`src/hw/rtl/qpft_pkg.sv`:
```
// qpft_pkg: types, codes and constants shared by the quoted pair file tokenizer
// no dependencies; imported by qpft_step, quoted_pair_file_tokenizer_core and tb_top

package qpft_pkg;

	// width of the saturating line counter
	localparam int LINE_BITS = 16;
	localparam logic [LINE_BITS-1:0] LINE_MAX = {LINE_BITS{1'b1}};
	localparam logic [LINE_BITS-1:0] LINE_ONE = LINE_BITS'(1);

	// byte constants
	localparam logic [7:0] CH_QUOTE  = 8'h22;
	localparam logic [7:0] CH_BSLASH = 8'h5C;
	localparam logic [7:0] CH_EQUALS = 8'h3D;
	localparam logic [7:0] CH_SLASH  = 8'h2F;
	localparam logic [7:0] CH_STAR   = 8'h2A;
	localparam logic [7:0] CH_LF     = 8'h0A;
	localparam logic [7:0] CH_SPACE  = 8'h20;
	localparam logic [7:0] CH_TAB    = 8'h09;
	localparam logic [7:0] CH_CR     = 8'h0D;

	// input operation
	typedef enum logic {
		FUNC_BYTE = 1'b0,
		FUNC_EOF  = 1'b1
	} func_t;

	// result kinds
	typedef enum logic [2:0] {
		KIND_NAME  = 3'd0,
		KIND_KEY   = 3'd1,
		KIND_VALUE = 3'd2,
		KIND_PAIR  = 3'd3,
		KIND_END   = 3'd4,
		KIND_ERR   = 3'd5
	} kind_t;

	// error codes
	typedef enum logic [2:0] {
		ERR_NONE        = 3'd0,
		ERR_OPEN_QUOTE  = 3'd1,
		ERR_EQUALS      = 3'd2,
		ERR_UNTERM      = 3'd3,
		ERR_COMMENT     = 3'd4
	} err_t;

	// parse position, one-hot
	typedef enum logic [6:0] {
		PH_WAIT_HDR = 7'b0000001,
		PH_IN_HDR   = 7'b0000010,
		PH_WAIT_KEY = 7'b0000100,
		PH_IN_KEY   = 7'b0001000,
		PH_WAIT_EQ  = 7'b0010000,
		PH_WAIT_VAL = 7'b0100000,
		PH_IN_VAL   = 7'b1000000
	} phase_t;

	// comment tracking, one-hot
	typedef enum logic [4:0] {
		CM_NONE       = 5'b00001,
		CM_SLASH      = 5'b00010,
		CM_LINE       = 5'b00100,
		CM_BLOCK      = 5'b01000,
		CM_BLOCK_STAR = 5'b10000
	} cmt_t;

	// input beat
	typedef struct packed {
		func_t      func;
		logic [7:0] byte_in;
	} item_t;

	// output beat
	typedef struct packed {
		kind_t       kind;
		logic [7:0]  char_out;
		logic [15:0] line_number;
		err_t        error_code;
	} result_t;

	// tokenizer state
	typedef struct packed {
		phase_t                phase;
		cmt_t                  cmt;
		logic                  esc;
		logic [LINE_BITS-1:0]  line_count;
		logic                  halted;
		err_t                  stop_code;
	} tok_state_t;

endpackage

```
`src/hw/rtl/qpft_step.sv`:
```
// qpft_step: next-state and result decode for one tokenizer beat
// depends on qpft_pkg

module qpft_step import qpft_pkg::*; (
	input  tok_state_t cur,
	input  item_t      item,
	output tok_state_t nxt,
	output logic       has_result,
	output result_t    res
);

	logic [7:0]           c;
	logic                 is_space;
	logic                 in_string;
	logic [LINE_BITS-1:0] lc_next;
	kind_t                str_kind;
	logic                 do_stop;
	err_t                 stop_err;
	logic                 emit_str;
	logic                 emit_pair;

	assign c = item.byte_in;
	assign is_space = (c == CH_SPACE) || ((c >= CH_TAB) && (c <= CH_CR));
	assign in_string = (cur.phase == PH_IN_HDR) || (cur.phase == PH_IN_KEY)
		|| (cur.phase == PH_IN_VAL);

	// saturating line count, bumped before the result is formed
	assign lc_next = ((c == CH_LF) && (cur.line_count != LINE_MAX))
		? cur.line_count + LINE_ONE : cur.line_count;

	// tag of a string byte
	always_comb begin
		case (cur.phase)
			PH_IN_HDR: str_kind = KIND_NAME;
			PH_IN_KEY: str_kind = KIND_KEY;
			default:   str_kind = KIND_VALUE;
		endcase
	end

	// main decode
	always_comb begin
		nxt       = cur;
		do_stop   = 1'b0;
		stop_err  = ERR_NONE;
		emit_str  = 1'b0;
		emit_pair = 1'b0;
		if (cur.halted) begin
			// sticky: repeat halting result below
		end else if (item.func == FUNC_EOF) begin
			do_stop = 1'b1;
			if (in_string)
				stop_err = ERR_UNTERM;
			else if (cur.cmt == CM_SLASH)
				stop_err = ERR_COMMENT;
			else if (cur.phase == PH_WAIT_KEY)
				stop_err = ERR_NONE;
			else if (cur.phase == PH_WAIT_EQ)
				stop_err = ERR_EQUALS;
			else
				stop_err = ERR_OPEN_QUOTE;
		end else begin
			nxt.line_count = lc_next;
			if (in_string) begin
				if (cur.esc) begin
					nxt.esc  = 1'b0;
					emit_str = 1'b1;
				end else if (c == CH_BSLASH) begin
					nxt.esc = 1'b1;
				end else if (c == CH_QUOTE) begin
					case (cur.phase)
						PH_IN_HDR: nxt.phase = PH_WAIT_KEY;
						PH_IN_KEY: nxt.phase = PH_WAIT_EQ;
						default: begin
							nxt.phase = PH_WAIT_KEY;
							emit_pair = 1'b1;
						end
					endcase
				end else begin
					emit_str = 1'b1;
				end
			end else begin
				case (cur.cmt)
					CM_SLASH: begin
						if (c == CH_SLASH)
							nxt.cmt = CM_LINE;
						else if (c == CH_STAR)
							nxt.cmt = CM_BLOCK;
						else begin
							do_stop  = 1'b1;
							stop_err = ERR_COMMENT;
						end
					end
					CM_LINE: begin
						if (c == CH_LF)
							nxt.cmt = CM_NONE;
					end
					CM_BLOCK: begin
						if (c == CH_STAR)
							nxt.cmt = CM_BLOCK_STAR;
					end
					CM_BLOCK_STAR: begin
						if (c == CH_SLASH)
							nxt.cmt = CM_NONE;
						else if (c != CH_STAR)
							nxt.cmt = CM_BLOCK;
					end
					default: begin
						// between tokens
						if (is_space) begin
						end else if (c == CH_SLASH) begin
							nxt.cmt = CM_SLASH;
						end else if (cur.phase == PH_WAIT_EQ) begin
							if (c == CH_EQUALS)
								nxt.phase = PH_WAIT_VAL;
							else begin
								do_stop  = 1'b1;
								stop_err = ERR_EQUALS;
							end
						end else if (c == CH_QUOTE) begin
							case (cur.phase)
								PH_WAIT_HDR: nxt.phase = PH_IN_HDR;
								PH_WAIT_KEY: nxt.phase = PH_IN_KEY;
								default:     nxt.phase = PH_IN_VAL;
							endcase
							nxt.esc = 1'b0;
						end else begin
							do_stop  = 1'b1;
							stop_err = ERR_OPEN_QUOTE;
						end
					end
				endcase
			end
		end
		if (do_stop) begin
			nxt.halted    = 1'b1;
			nxt.stop_code = stop_err;
		end
	end

	// result beat
	always_comb begin
		res             = '0;
		res.line_number = 16'(nxt.line_count);
		has_result      = cur.halted || do_stop || emit_str || emit_pair;
		if (cur.halted || do_stop) begin
			res.kind       = (nxt.stop_code == ERR_NONE) ? KIND_END : KIND_ERR;
			res.error_code = nxt.stop_code;
		end else if (emit_pair) begin
			res.kind = KIND_PAIR;
		end else begin
			res.kind     = str_kind;
			res.char_out = c;
		end
	end

endmodule

```
`src/hw/rtl/quoted_pair_file_tokenizer_core.sv`:
```
// quoted_pair_file_tokenizer_core: top level, input register, state and result register
// depends on qpft_pkg and qpft_step
//
//   channel | valid        | stall        | payload
//   input   | item_valid   | item_stall   | item   (item_t: func, byte_in)
//   output  | result_valid | result_stall | result (result_t: kind, char_out,
//           |              |              |         line_number, error_code)
//
// one byte per cycle sustained while the output is not stalled
// the per-byte decode sits combinationally between the input register and the result register
// bytes that produce no result leave the output data untouched but clear result_valid
// reset clears the parse state, the line count to one and both valid flags
// a stalled output holds its beat; the input register keeps taking bytes while it is empty,
// or while the output register is empty or being drained

module quoted_pair_file_tokenizer_core import qpft_pkg::*; (
	input  logic    clk,
	input  logic    arst_n,
	input  logic    item_valid,
	output logic    item_stall,
	input  item_t   item,
	output logic    result_valid,
	input  logic    result_stall,
	output result_t result
);

	logic       valid_s1;
	item_t      item_s1;
	tok_state_t st_q;
	tok_state_t st_next;
	logic       out_valid_q;
	result_t    out_q;
	logic       step_res;
	result_t    step_out;
	logic       advance;

	// stage 1 moves on when the output register has room
	assign advance    = ~out_valid_q | ~result_stall;
	assign item_stall = valid_s1 & ~advance;

	// input register
	always_ff @(posedge clk or negedge arst_n) begin
		if (!arst_n) begin
			valid_s1 <= 1'b0;
		end else if (!item_stall) begin
			valid_s1 <= item_valid;
		end
	end

	always_ff @(posedge clk) begin
		if (!item_stall && item_valid) begin
			item_s1 <= item;
		end
	end

	// per-byte decode
	qpft_step u_step (
		.cur        (st_q),
		.item       (item_s1),
		.nxt        (st_next),
		.has_result (step_res),
		.res        (step_out)
	);

	// tokenizer state
	always_ff @(posedge clk or negedge arst_n) begin
		if (!arst_n) begin
			st_q.phase      <= PH_WAIT_HDR;
			st_q.cmt        <= CM_NONE;
			st_q.esc        <= 1'b0;
			st_q.line_count <= LINE_ONE;
			st_q.halted     <= 1'b0;
			st_q.stop_code  <= ERR_NONE;
		end else if (valid_s1 && advance) begin
			st_q <= st_next;
		end
	end

	// output register
	always_ff @(posedge clk or negedge arst_n) begin
		if (!arst_n) begin
			out_valid_q <= 1'b0;
		end else if (advance) begin
			out_valid_q <= valid_s1 & step_res;
		end
	end

	always_ff @(posedge clk) begin
		if (advance && valid_s1 && step_res) begin
			out_q <= step_out;
		end
	end

	assign result_valid = out_valid_q;
	assign result       = out_q;

	// once halted, the held beat is the end or error result
	a_halt_out: assert property (@(posedge clk) disable iff (!arst_n)
		st_q.halted && out_valid_q |-> (out_q.kind == KIND_END || out_q.kind == KIND_ERR))
		else $error("non-terminal beat held after halt");

	// error kind and nonzero code go together
	a_err_code: assert property (@(posedge clk) disable iff (!arst_n)
		out_valid_q |-> ((out_q.kind == KIND_ERR) == (out_q.error_code != ERR_NONE)))
		else $error("error kind and code disagree");

	// line count starts at one and never wraps to zero
	a_line_nz: assert property (@(posedge clk) disable iff (!arst_n)
		st_q.line_count != '0)
		else $error("line count reached zero");

	// a byte held in stage 1 stays put while the output is blocked
	a_s1_hold: assert property (@(posedge clk) disable iff (!arst_n)
		valid_s1 && !advance |=> valid_s1 && $stable(item_s1) && $stable(st_q))
		else $error("stage 1 lost a byte under stall");

	// state only moves when a byte passes stage 1
	a_state_move: assert property (@(posedge clk) disable iff (!arst_n)
		!valid_s1 |=> $stable(st_q))
		else $error("state changed with no byte");

endmodule

```
`config.mk`:
```
export PLATFORM = sky130hd
export DESIGN_NAME = quoted_pair_file_tokenizer_core
export DESIGN_NICKNAME = d
export VERILOG_FILES = /design/src/hw/rtl/qpft_pkg.sv /design/src/hw/rtl/qpft_step.sv /design/src/hw/rtl/quoted_pair_file_tokenizer_core.sv
export SDC_FILE = /design/constraint.sdc
export NUM_CORES = 1
export LEC_CHECK = 0
export BUFFER_PORTS_ARGS = -buffer_cell sky130_fd_sc_hd__buf_2
export CAP_MARGIN = 20
export CORE_ASPECT_RATIO = 1.25
export CORE_MARGIN = 2
export CORE_UTILIZATION = 27
export CTS_BUF_LIST = sky130_fd_sc_hd__clkbuf_8
export DETAILED_ROUTE_END_ITERATION = 10
export GPL_TIMING_DRIVEN = 0
export PLACE_DENSITY_LB_ADDON = 0.1
export SLEW_MARGIN = 25
export SYNTH_ARGS = -nofsm -noshare
export SYNTH_HDL_FRONTEND = slang
export SYNTH_SLANG_ARGS = --single-unit
```
`constraint.sdc`:
```
create_clock -name clk -period 4.9 [get_ports clk]
set_input_delay 0.245 -clock clk [delete_from_list [all_inputs] [get_ports clk]]
set_output_delay 0.245 -clock clk [all_outputs]
set_load 0.01 [all_outputs]
```
==> results of run 1 <==
## flip-flops by register name (all words and copies together) (netlist names)
signal,cells
result_valid,1
item_s1,9
valid_s1,1
st_q,33
result,30
## power groups by stage
stage	Sequential (mW)	Clock (mW)	Combinational (mW)
after floorplan	0.758	0	0.0864
after global placement	0.750	0	0.166
after detailed placement	0.749	0	0.173
after CTS	0.736	0.481	0.174
after global routing	0.740	0.504	0.188
final	0.735	0.456	0.170
## layer usage
metal | part of all wire [%] | vias up
li1 | - | 1358
met1 | 43 | 1335
met2 | 51 | 53
met3 | 4.0 | 12
met4 | 2.1 | 0
met5 | 0 | -
## critical path: cells and delay by family (launching register included)
kind	cells	cell delay (ns)
buffers and inverters	1	0.22
DFF	1	0.51
and+or+nand+nor	4	1.45
AOI/OAI and AO/OA	2	0.55
## final timing paths
path                                      start                   end  slack [ns]  cells past startpoint
max                        item_s1[6]$_DFFE_PP_  result[17]$_DFFE_PP_        1.87                      7
min                                      arst_n  st_q[28]$_DFFE_PN0P_       0.003                      1
max reg2reg                item_s1[6]$_DFFE_PP_  result[17]$_DFFE_PP_        1.87                      7
min reg2reg                st_q[12]$_DFFE_PN0P_  st_q[12]$_DFFE_PN0P_        0.53                      1
max in group asynchronous                arst_n   st_q[8]$_DFFE_PN0P_        4.36                      1
min in group clk                        item[4]  item_s1[4]$_DFFE_PP_        0.07                      1
## per-stage QoR
stage | util (%) | cells
3_5_place_dp | 31.1 | 561
3_3_place_gp | 30.8 | 560
6_report | 32.4 | 577
5_1_grt | 32.4 | 577
4_1_cts | 32.4 | 577
2_1_floorplan | - | 341
## cell usage in the layout (no fill, tap or decap), drive strengths merged, types with 5 or more instances in the layout
cell,Yosys,final
nand3,10,10
nand2b,5,5
edfxtp,39,39
dfrtp,32,32
buf,9,54
nand2,25,25
mux2,9,9
o21ai,15,15
xor2,19,19
and3,7,7
nor3,11,11
clkinv,0,5
nor2,29,29
inv,11,11
and4,7,7
and2,15,15
xnor2,15,15
clkbuf,8,17
nand4,13,13
## kinds of logic after synthesis
| family | after synthesis | share of synthesized area [%] |
|---|---|---|
| AND/OR/NAND/NOR | 140 | 20.3 |
| flip-flops | 74 | 53.7 |
| AO/OA/AOI/OAI | 51 | 10.1 |
| XOR/XNOR | 34 | 7.79 |
| buffers and inverters | 28 | 3.60 |
| multiplexers | 13 | 4.19 |
| adder cells (fa/ha/maj) | 1 | 0.327 |
## cell type report
type / count / area [µm²] / share of cell area, %
repair buffers: 45 / 248 / 5.53
clock inverters: 7 / 60.1 / 1.34
well taps: 175 / 219 / 4.89
inverters: 11 / 41.3 / 0.922
multi-input cells: 239 / 1640 / 36.6
plain buffers: 17 / 96.3 / 2.15
flip-flops and latches: 74 / 2050 / 45.8
clock buffers: 9 / 124 / 2.77
==> impl_metrics.env, run 1 <==
export IMPL_grt_max_degree=36
export IMPL_clock_latency_ns=0.35
export IMPL_internal_power_mw=1.01
export IMPL_critPathRequiredTime_ns=4.95
export IMPL_clk_pin_slew_ns=0.08
export IMPL_fin_crit_sh_pct=61.9
export IMPL_crit_type="reg -> reg"
export IMPL_dpl_cell_area_um2=4300
export IMPL_grt_pass1_wl_um=14600
export IMPL_grt_use_total_pct=12.2
export IMPL_synth_area_top_cells="edfxtp_1, dfrtp_1, xor2_1"
export IMPL_die_area_um2=15100
export IMPL_crit_arrival_ns=3.09
export IMPL_peakVddDrop_mv=0.0954
export IMPL_fill_cells=1449
export IMPL_power_density_nw_per_um2=304
export IMPL_rsz0062_at_grt="no"
export IMPL_ys_flop_type="edfxtp_1"
export IMPL_vias=2758
export IMPL_fin_skew_ns=0.00901
export IMPL_rows=48
export IMPL_grtUsageMet1_pct=13.9
export IMPL_drtAntennaViolNets=0
export IMPL_first_pass_iters=4
export IMPL_hold_viol=0
export IMPL_dp_slack_ns=1.83
export IMPL_crit_chain="nor4b_2 > nand4_1 > o31a_1 > o21ai_0 > nor2_1 > nor2_4 > buf_16"
export IMPL_crit_path_start_kind="flop"
export IMPL_layout_setup_ws_ns=1.87
export IMPL_cts_tree="done"
export IMPL_wl_per_cell_um=15.2
export IMPL_die_height_um=137
export IMPL_met2_usage_pct=21.4
export IMPL_fin_crit_ns=3.03
export IMPL_netlist_area_um2=3820
export IMPL_ys_ff_latch=74
export IMPL_antenna_found_initial=0
export IMPL_max_slew_margin_pct=43.8
export IMPL_hold_ws_ns=0.00280
export IMPL_fmax_ghz=0.330
export IMPL_seqPwrFrac_pct=54.0
export IMPL_post_cts_buffers=0
export IMPL_syn_instance_count=341
export IMPL_cts_sinks=74
export IMPL_synth_enable_flop_cells=39
export IMPL_n_antenna_cell=0
export IMPL_yosysTopAreaCell="edfxtp_1"
export IMPL_drive_gt1_share_pct=22.6
export IMPL_grt_util_met3_pct=3.59
export IMPL_synth_top_area_share_pct=30.6
export IMPL_p_total_mw=1.36
export IMPL_gr_total_overflow=0
export IMPL_drc=0
export IMPL_cap_violations=0
export IMPL_clock_root_buffer="clkbuf_8"
export IMPL_grt_busiest_layer="met2"
export IMPL_worst_pin_slew_ns=0.842
export IMPL_syn2layout_area_growth_pct=17.2
export IMPL_grt_pass1_vias=2797
export IMPL_yosysMostFrequentCell="edfxtp_1"
export IMPL_io_buffers=44
export IMPL_cts_resized=0
export IMPL_hold_path_class="in -> async"
export IMPL_drtIter0Drc=144
export IMPL_critPathMaxStageDelay_ns=0.60
export IMPL_yosys_cell_types_count=61
export IMPL_finalSetupViolCount=0
export IMPL_clock_path_buffers=2
export IMPL_synth_common_cells="edfxtp_1, dfrtp_1, nor2_1"
export IMPL_die_x_um=110
export IMPL_fin_nets=411
export IMPL_place_detailed_hpwl_um=6340
export IMPL_fin_setup_tns_ns=0
export IMPL_synth_nets=355
export IMPL_gp_congestion=0.809
export IMPL_ctsHtreeMaxLevel=3
export IMPL_path_max_fanout=20
export IMPL_comb_power_share_pct=12.5
export IMPL_async_flop_share_pct=47.3
export IMPL_netSwitchingFraction_pct=26.2
export IMPL_avgSynthCellArea_um2=11.2
export IMPL_cts_hold_fix_buffers=0
export IMPL_initial_core_util_pct=27.7
export IMPL_fin_area_um2=4480
export IMPL_cts_made_buffers=9
export IMPL_critPathSlowestCell="nor4b_2"
export IMPL_final_max_slew_viol_count=0
export IMPL_switchingPower_uw=356
export IMPL_wl_um=8790
export IMPL_io_pins=45
export IMPL_yosys_warnings=0
export IMPL_clkPwrFrac_pct=33.5
export IMPL_status="finished clean"
export IMPL_ys_seq_area_share_pct=53.7
export IMPL_leakage_nw=1.89
export IMPL_critPathCaptureType="flop"
export IMPL_vias_per_cell=4.78
export IMPL_core_area_um2=13800
(Power assumes the default switching activity.)
==> inputs of run 2 (changes only) <==
Clock period 4.9 ns to 2.4 ns, I/O delays scaled along.
==> impl_metrics.env, run 2 (synthesis gave the netlist of run 1 again) <==
export IMPL_fmax_ghz=0.422
export IMPL_drtAntennaViolNets=0
export IMPL_finalSetupViolCount=0
export IMPL_peakVddDrop_mv=0.315
export IMPL_die_x_um=110
export IMPL_crit_arrival_ns=2.49
export IMPL_first_pass_iters=5
export IMPL_dp_slack_ns=-0.727
export IMPL_cts_made_buffers=9
export IMPL_path_max_fanout=15
export IMPL_reg2regPathDepth=7
export IMPL_clock_path_buffers=2
export IMPL_fin_crit_sh_pct=98.6
export IMPL_critPathMaxStageDelay_ns=0.45
export IMPL_min_delay_path_depth=3
export IMPL_initial_core_util_pct=27.7
export IMPL_rows=48
export IMPL_layout_setup_ws_ns=0.0330
export IMPL_hold_ws_ns=0.0363
export IMPL_final_common_cell="buf_2"
export IMPL_fill_cells=1416
export IMPL_io_pins=45
export IMPL_gr_total_overflow=0
export IMPL_syn2layout_area_growth_pct=29.0
export IMPL_fin_skew_ns=0.00711
export IMPL_die_area_um2=15100
export IMPL_largest_register="st_q"
export IMPL_cts_sinks=74
export IMPL_vias=2885
export IMPL_wl_um=9230
export IMPL_gp_congestion=0.837
export IMPL_ctsHtreeMaxLevel=3
export IMPL_final_max_slew_viol_count=0
export IMPL_die_height_um=137
export IMPL_critPathRequiredTime_ns=2.52
export IMPL_status="finished clean"
export IMPL_worst_pin_slew_ns=0.868
export IMPL_n_antenna_cell=0
export IMPL_io_buffers=44
export IMPL_crit_type="reg -> reg"
export IMPL_grt_max_degree=36
export IMPL_clock_root_buffer="clkbuf_8"
export IMPL_hold_path_class="in -> reg"
export IMPL_cts_tree="done"
export IMPL_critPathSlowestCell="edfxtp_1"
export IMPL_place_detailed_hpwl_um=6260
export IMPL_core_area_um2=13800
export IMPL_drc=0
export IMPL_crit_path_start_kind="flop"
export IMPL_wl_per_cell_um=15.2
export IMPL_vias_per_cell=4.75
export IMPL_largest_reg_flops=33
export IMPL_leakage_nw=2.09
export IMPL_crit_chain="or3_4 > or4_4 > o32ai_4 > o31ai_4 > nor2_4 > nor2_4 > buf_12"
export IMPL_fin_setup_tns_ns=0
export IMPL_hold_viol=0
export IMPL_final_cells=607
export IMPL_max_slew_margin_pct=42.2
export IMPL_power_density_nw_per_um2=601
export IMPL_grt_pass1_vias=2976
export IMPL_crit_path_frequent_cell="nor2_4"
export IMPL_dp_cells=560
export IMPL_rsz0062_at_grt="yes"
export IMPL_drive_gt1_share_pct=30.8
export IMPL_grt_pass1_wl_um=15400
export IMPL_layout_common_cells="buf_2, edfxtp_1, dfrtp_1, nor2_1, nand2_1"
export IMPL_fin_crit_ns=2.37
export IMPL_clock_latency_ns=0.35
export IMPL_fin_nets=441
export IMPL_drtIter0Drc=147
export IMPL_cap_violations=0
export IMPL_antenna_found_initial=0
export IMPL_p_total_mw=2.96
export IMPL_grt_use_total_pct=12.9
export IMPL_critPathCaptureType="flop"
export IMPL_clk_pin_slew_ns=0.08
==> run 2: cell count changes in the layout (fill, tap and decap cells not counted), moves of 3 or more <==
| cell | before | now |
|---|---|---|
| dlygate4sd3_1 | 0 | 11 |
| nor3_1 | 11 | 8 |
| o21ai_0 | 15 | 12 |
| clkbuf_1 | 8 | 3 |
| buf_4 | 1 | 19 |
==> run 2: through the flow <==
stage	instance area, µm²	utilization [%]
detailed placement	4310	31.2
floorplan	3870	-
finish	4930	35.7
CTS	4830	34.9
global placement	4310	31.2
global route	4930	35.7
==> run 2: per-layer routing <==
layer | part of all wire, % | wire (µm) | global-route usage (%) | up-vias
li1 | - | - | - | 1419
met1 | 42 | 3860 | 14.8 | 1410
met2 | 53 | 4900 | 22.9 | 41
met3 | 2.8 | 261 | 2.88 | 15
met4 | 2.3 | 208 | 5.83 | 0
met5 | 0 | 0 | 0 | -
==> run 2: worst paths after layout <==
path | start | to | slack [ns]
worst min register to register | st_q[12]$_DFFE_PN0P_ | st_q[12]$_DFFE_PN0P_ | 0.54
max in group asynchronous | arst_n | st_q[23]$_DFFE_PN0P_ | 1.39
worst max register to register | item_s1[7]$_DFFE_PP_ | result[19]$_SDFFCE_PP0P_ | 0.03
min in group asynchronous | arst_n | st_q[25]$_DFFE_PN0P_ | 0.42
worst max-delay path | item_s1[7]$_DFFE_PP_ | result[19]$_SDFFCE_PP0P_ | 0.03
worst min-delay path | result_stall | result_valid$_DFFE_PN0N_ | 0.04
==> run 2: where the power goes <==
group          internal (mW)  total [mW]  leakage, nW  switching, mW
logic                  0.175       0.410         1.14          0.236
registers               1.45        1.50        0.838         0.0482
clock network          0.575        1.05        0.109          0.475
==> run 2: area by class of cell <==
cell class                 count  area (µm²)  area share, %
clock buffer                   9         124           2.51
tap                          175         219           4.44
inverter                      11        41.3          0.838
buffer                        15         104           2.11
clock inverter                 7        85.1           1.73
timing repair buffer          76         517           10.5
sequential                    74        2050           41.6
multi-input combinational    240        1790           36.3
==> run 2: worst max-delay path: cells and delay by family (launching register included) <==
kind	cells	cell delay (ns)
simple gates	4	1.09
flops	1	0.45
compound gates	2	0.42
buf+inv	1	0.17
==> run 2: what timing repair did <==
action                                  in CTS  in global routing
endpoints found under the setup margin      58                 67
pin swaps                                   10                 13
cloned                                       1                  0
setup buffers                               16                  5
hold buffers                                11                  0
gates resized for setup                     11                 22
endpoints found under the hold margin       42                  0
==> inputs of run 3 (changes only) <==
Settings changed: BUFFER_PORTS_ARGS -buffer_cell sky130_fd_sc_hd__buf_2 to default, DONT_BUFFER_PORTS from default to 1.
==> impl_metrics.env, run 3 (synthesis gave the netlist of run 1 again) <==
export IMPL_status="finished clean"
export IMPL_path_max_fanout=15
export IMPL_power_density_nw_per_um2=594
export IMPL_worst_pin_slew_ns=0.616
export IMPL_drtAntennaViolNets=0
export IMPL_drtIter0Drc=123
export IMPL_rows=48
export IMPL_layout_common_cells="edfxtp_1, dfrtp_1, nor2_1, buf_4, nand2_1"
export IMPL_die_height_um=137
export IMPL_initial_core_util_pct=27.7
export IMPL_gp_congestion=0.814
export IMPL_drive_gt1_share_pct=25.2
export IMPL_antenna_found_initial=0
export IMPL_max_slew_margin_pct=58.5
export IMPL_fin_skew_ns=0.0122
export IMPL_grt_pass1_wl_um=15200
export IMPL_crit_arrival_ns=2.46
export IMPL_cts_tree="done"
export IMPL_finalSetupViolCount=0
export IMPL_fin_nets=413
export IMPL_largest_register="st_q"
export IMPL_grt_use_total_pct=12.9
export IMPL_first_pass_iters=4
export IMPL_hold_ws_ns=0.223
export IMPL_grt_pass1_vias=2949
export IMPL_hold_path_class="in -> async"
export IMPL_final_max_slew_viol_count=0
export IMPL_io_buffers=0
export IMPL_fin_crit_ns=2.39
export IMPL_final_util_pct=35.4
export IMPL_clock_path_buffers=2
export IMPL_drc=0
export IMPL_largest_reg_flops=33
export IMPL_syn2layout_area_growth_pct=28.1
export IMPL_crit_path_start_kind="flop"
export IMPL_clock_latency_ns=0.36
export IMPL_rsz0062_at_grt="yes"
export IMPL_wl_per_cell_um=16.1
export IMPL_cap_violations=0
export IMPL_vias_per_cell=4.84
export IMPL_final_common_cell="edfxtp_1"
export IMPL_critPathCaptureType="flop"
export IMPL_cts_made_buffers=9
export IMPL_leakage_nw=2.01
export IMPL_vias=2803
export IMPL_critPathSlowestCell="edfxtp_1"
export IMPL_fmax_ghz=0.418
export IMPL_cts_sinks=74
export IMPL_n_antenna_cell=0
export IMPL_place_detailed_hpwl_um=6180
export IMPL_die_x_um=110
export IMPL_crit_chain="buf_4 > nor4b_4 > nand4_1 > buf_4 > o31a_1 > o21ai_2 > nor2_4 > buf_6 > nor2_4 > buf_12"
export IMPL_critPathMaxStageDelay_ns=0.40
export IMPL_clock_root_buffer="clkbuf_8"
export IMPL_clk_pin_slew_ns=0.09
export IMPL_peakVddDrop_mv=0.278
export IMPL_ctsHtreeMaxLevel=3
export IMPL_grt_max_degree=36
export IMPL_critPathRequiredTime_ns=2.46
export IMPL_hold_viol=0
export IMPL_fin_crit_sh_pct=99.7
export IMPL_crit_type="reg -> reg"
export IMPL_gr_total_overflow=0
export IMPL_core_area_um2=13800
export IMPL_io_pins=45
export IMPL_die_area_um2=15100
export IMPL_wl_um=9310
## run 3: cell types whose count changed in the layout (fill, tap and decap cells not counted), sizes merged
cell / change
clkinvlp: +2
bufinv: -1
clkinv: -2
clkbuf: -1
buf: -28
dlygate4sd3: +2
## run 3: where the power goes
group / switching, mW / internal [mW] / total [mW] / leakage, nW
combinational: 0.198 / 0.175 / 0.372 / 1.07
sequential: 0.0805 / 1.46 / 1.54 / 0.836
clock: 0.495 / 0.502 / 0.997 / 0.0995
## run 3: final cells by class
type | instances | area [µm²]
Fill cell | 1411 | 8920
Sequential cell | 74 | 2050
Multi-Input combinational cell | 240 | 1790
Timing Repair Buffer | 49 | 493
Tap cell | 175 | 219
Clock buffer | 10 | 138
Buffer | 14 | 101
Clock inverter | 6 | 58.8
Inverter | 11 | 41.3
## run 3: repair_timing
action                                 in CTS  in global routing
endpoints found under the hold margin      46                  0
hold buffers                               14                  0
setup buffers                              24                 10
setup endpoints to repair                  59                 62
pin swaps                                  11                 17
gates cloned                                2                  0
gates resized for setup                    20                 19
## run 3: routing by layer
metal	track usage, %	routed length [µm]
met5	0	0
met2	23.3	4860
met1	14.6	4020
met3	2.75	236
met4	5.76	200
## run 3: stage by stage
| step | TNS (ns) | cells | cell area (µm²) | setup WS, ns | power (mW) |
|---|---|---|---|---|---|
| 2_1_floorplan | -0.955 | 341 | 3870 | -0.0318 | 1.73 |
| 3_3_place_gp | -24.01 | 516 | 4090 | -0.685 | 1.81 |
| 3_5_place_dp | -23.92 | 516 | 4090 | -0.689 | 1.81 |
| 4_1_cts | -0.274 | 572 | 4760 | -0.0201 | 2.94 |
| 5_1_grt | -1.92 | 579 | 4890 | -0.0601 | 3.06 |
| 6_report | 0 | 579 | 4890 | 0.00666 | 2.91 |
## run 3: worst max-delay path, delay by kind of cell (launching register included)
family,cells,cell delay [ns]
AOI/OAI and AO/OA,2,0.38
buffers and inverters,4,0.65
DFF,1,0.40
and+or+nand+nor,4,0.68
## run 3: final timing paths
path	start	endpoint	slack (ns)	cells after the start
max	item_s1[4]$_DFFE_PP_	result[2]$_SDFFCE_PN0P_	0.007	10
min	arst_n	st_q[25]$_DFFE_PN0P_	0.22	2
max reg2reg	item_s1[4]$_DFFE_PP_	result[2]$_SDFFCE_PN0P_	0.007	10
min reg2reg	st_q[12]$_DFFE_PN0P_	st_q[12]$_DFFE_PN0P_	0.54	1
max in group asynchronous	arst_n	st_q[4]$_DFFE_PN1P_	1.91	2
min in group clk	result_stall	st_q[20]$_DFFE_PN0P_	0.23	3
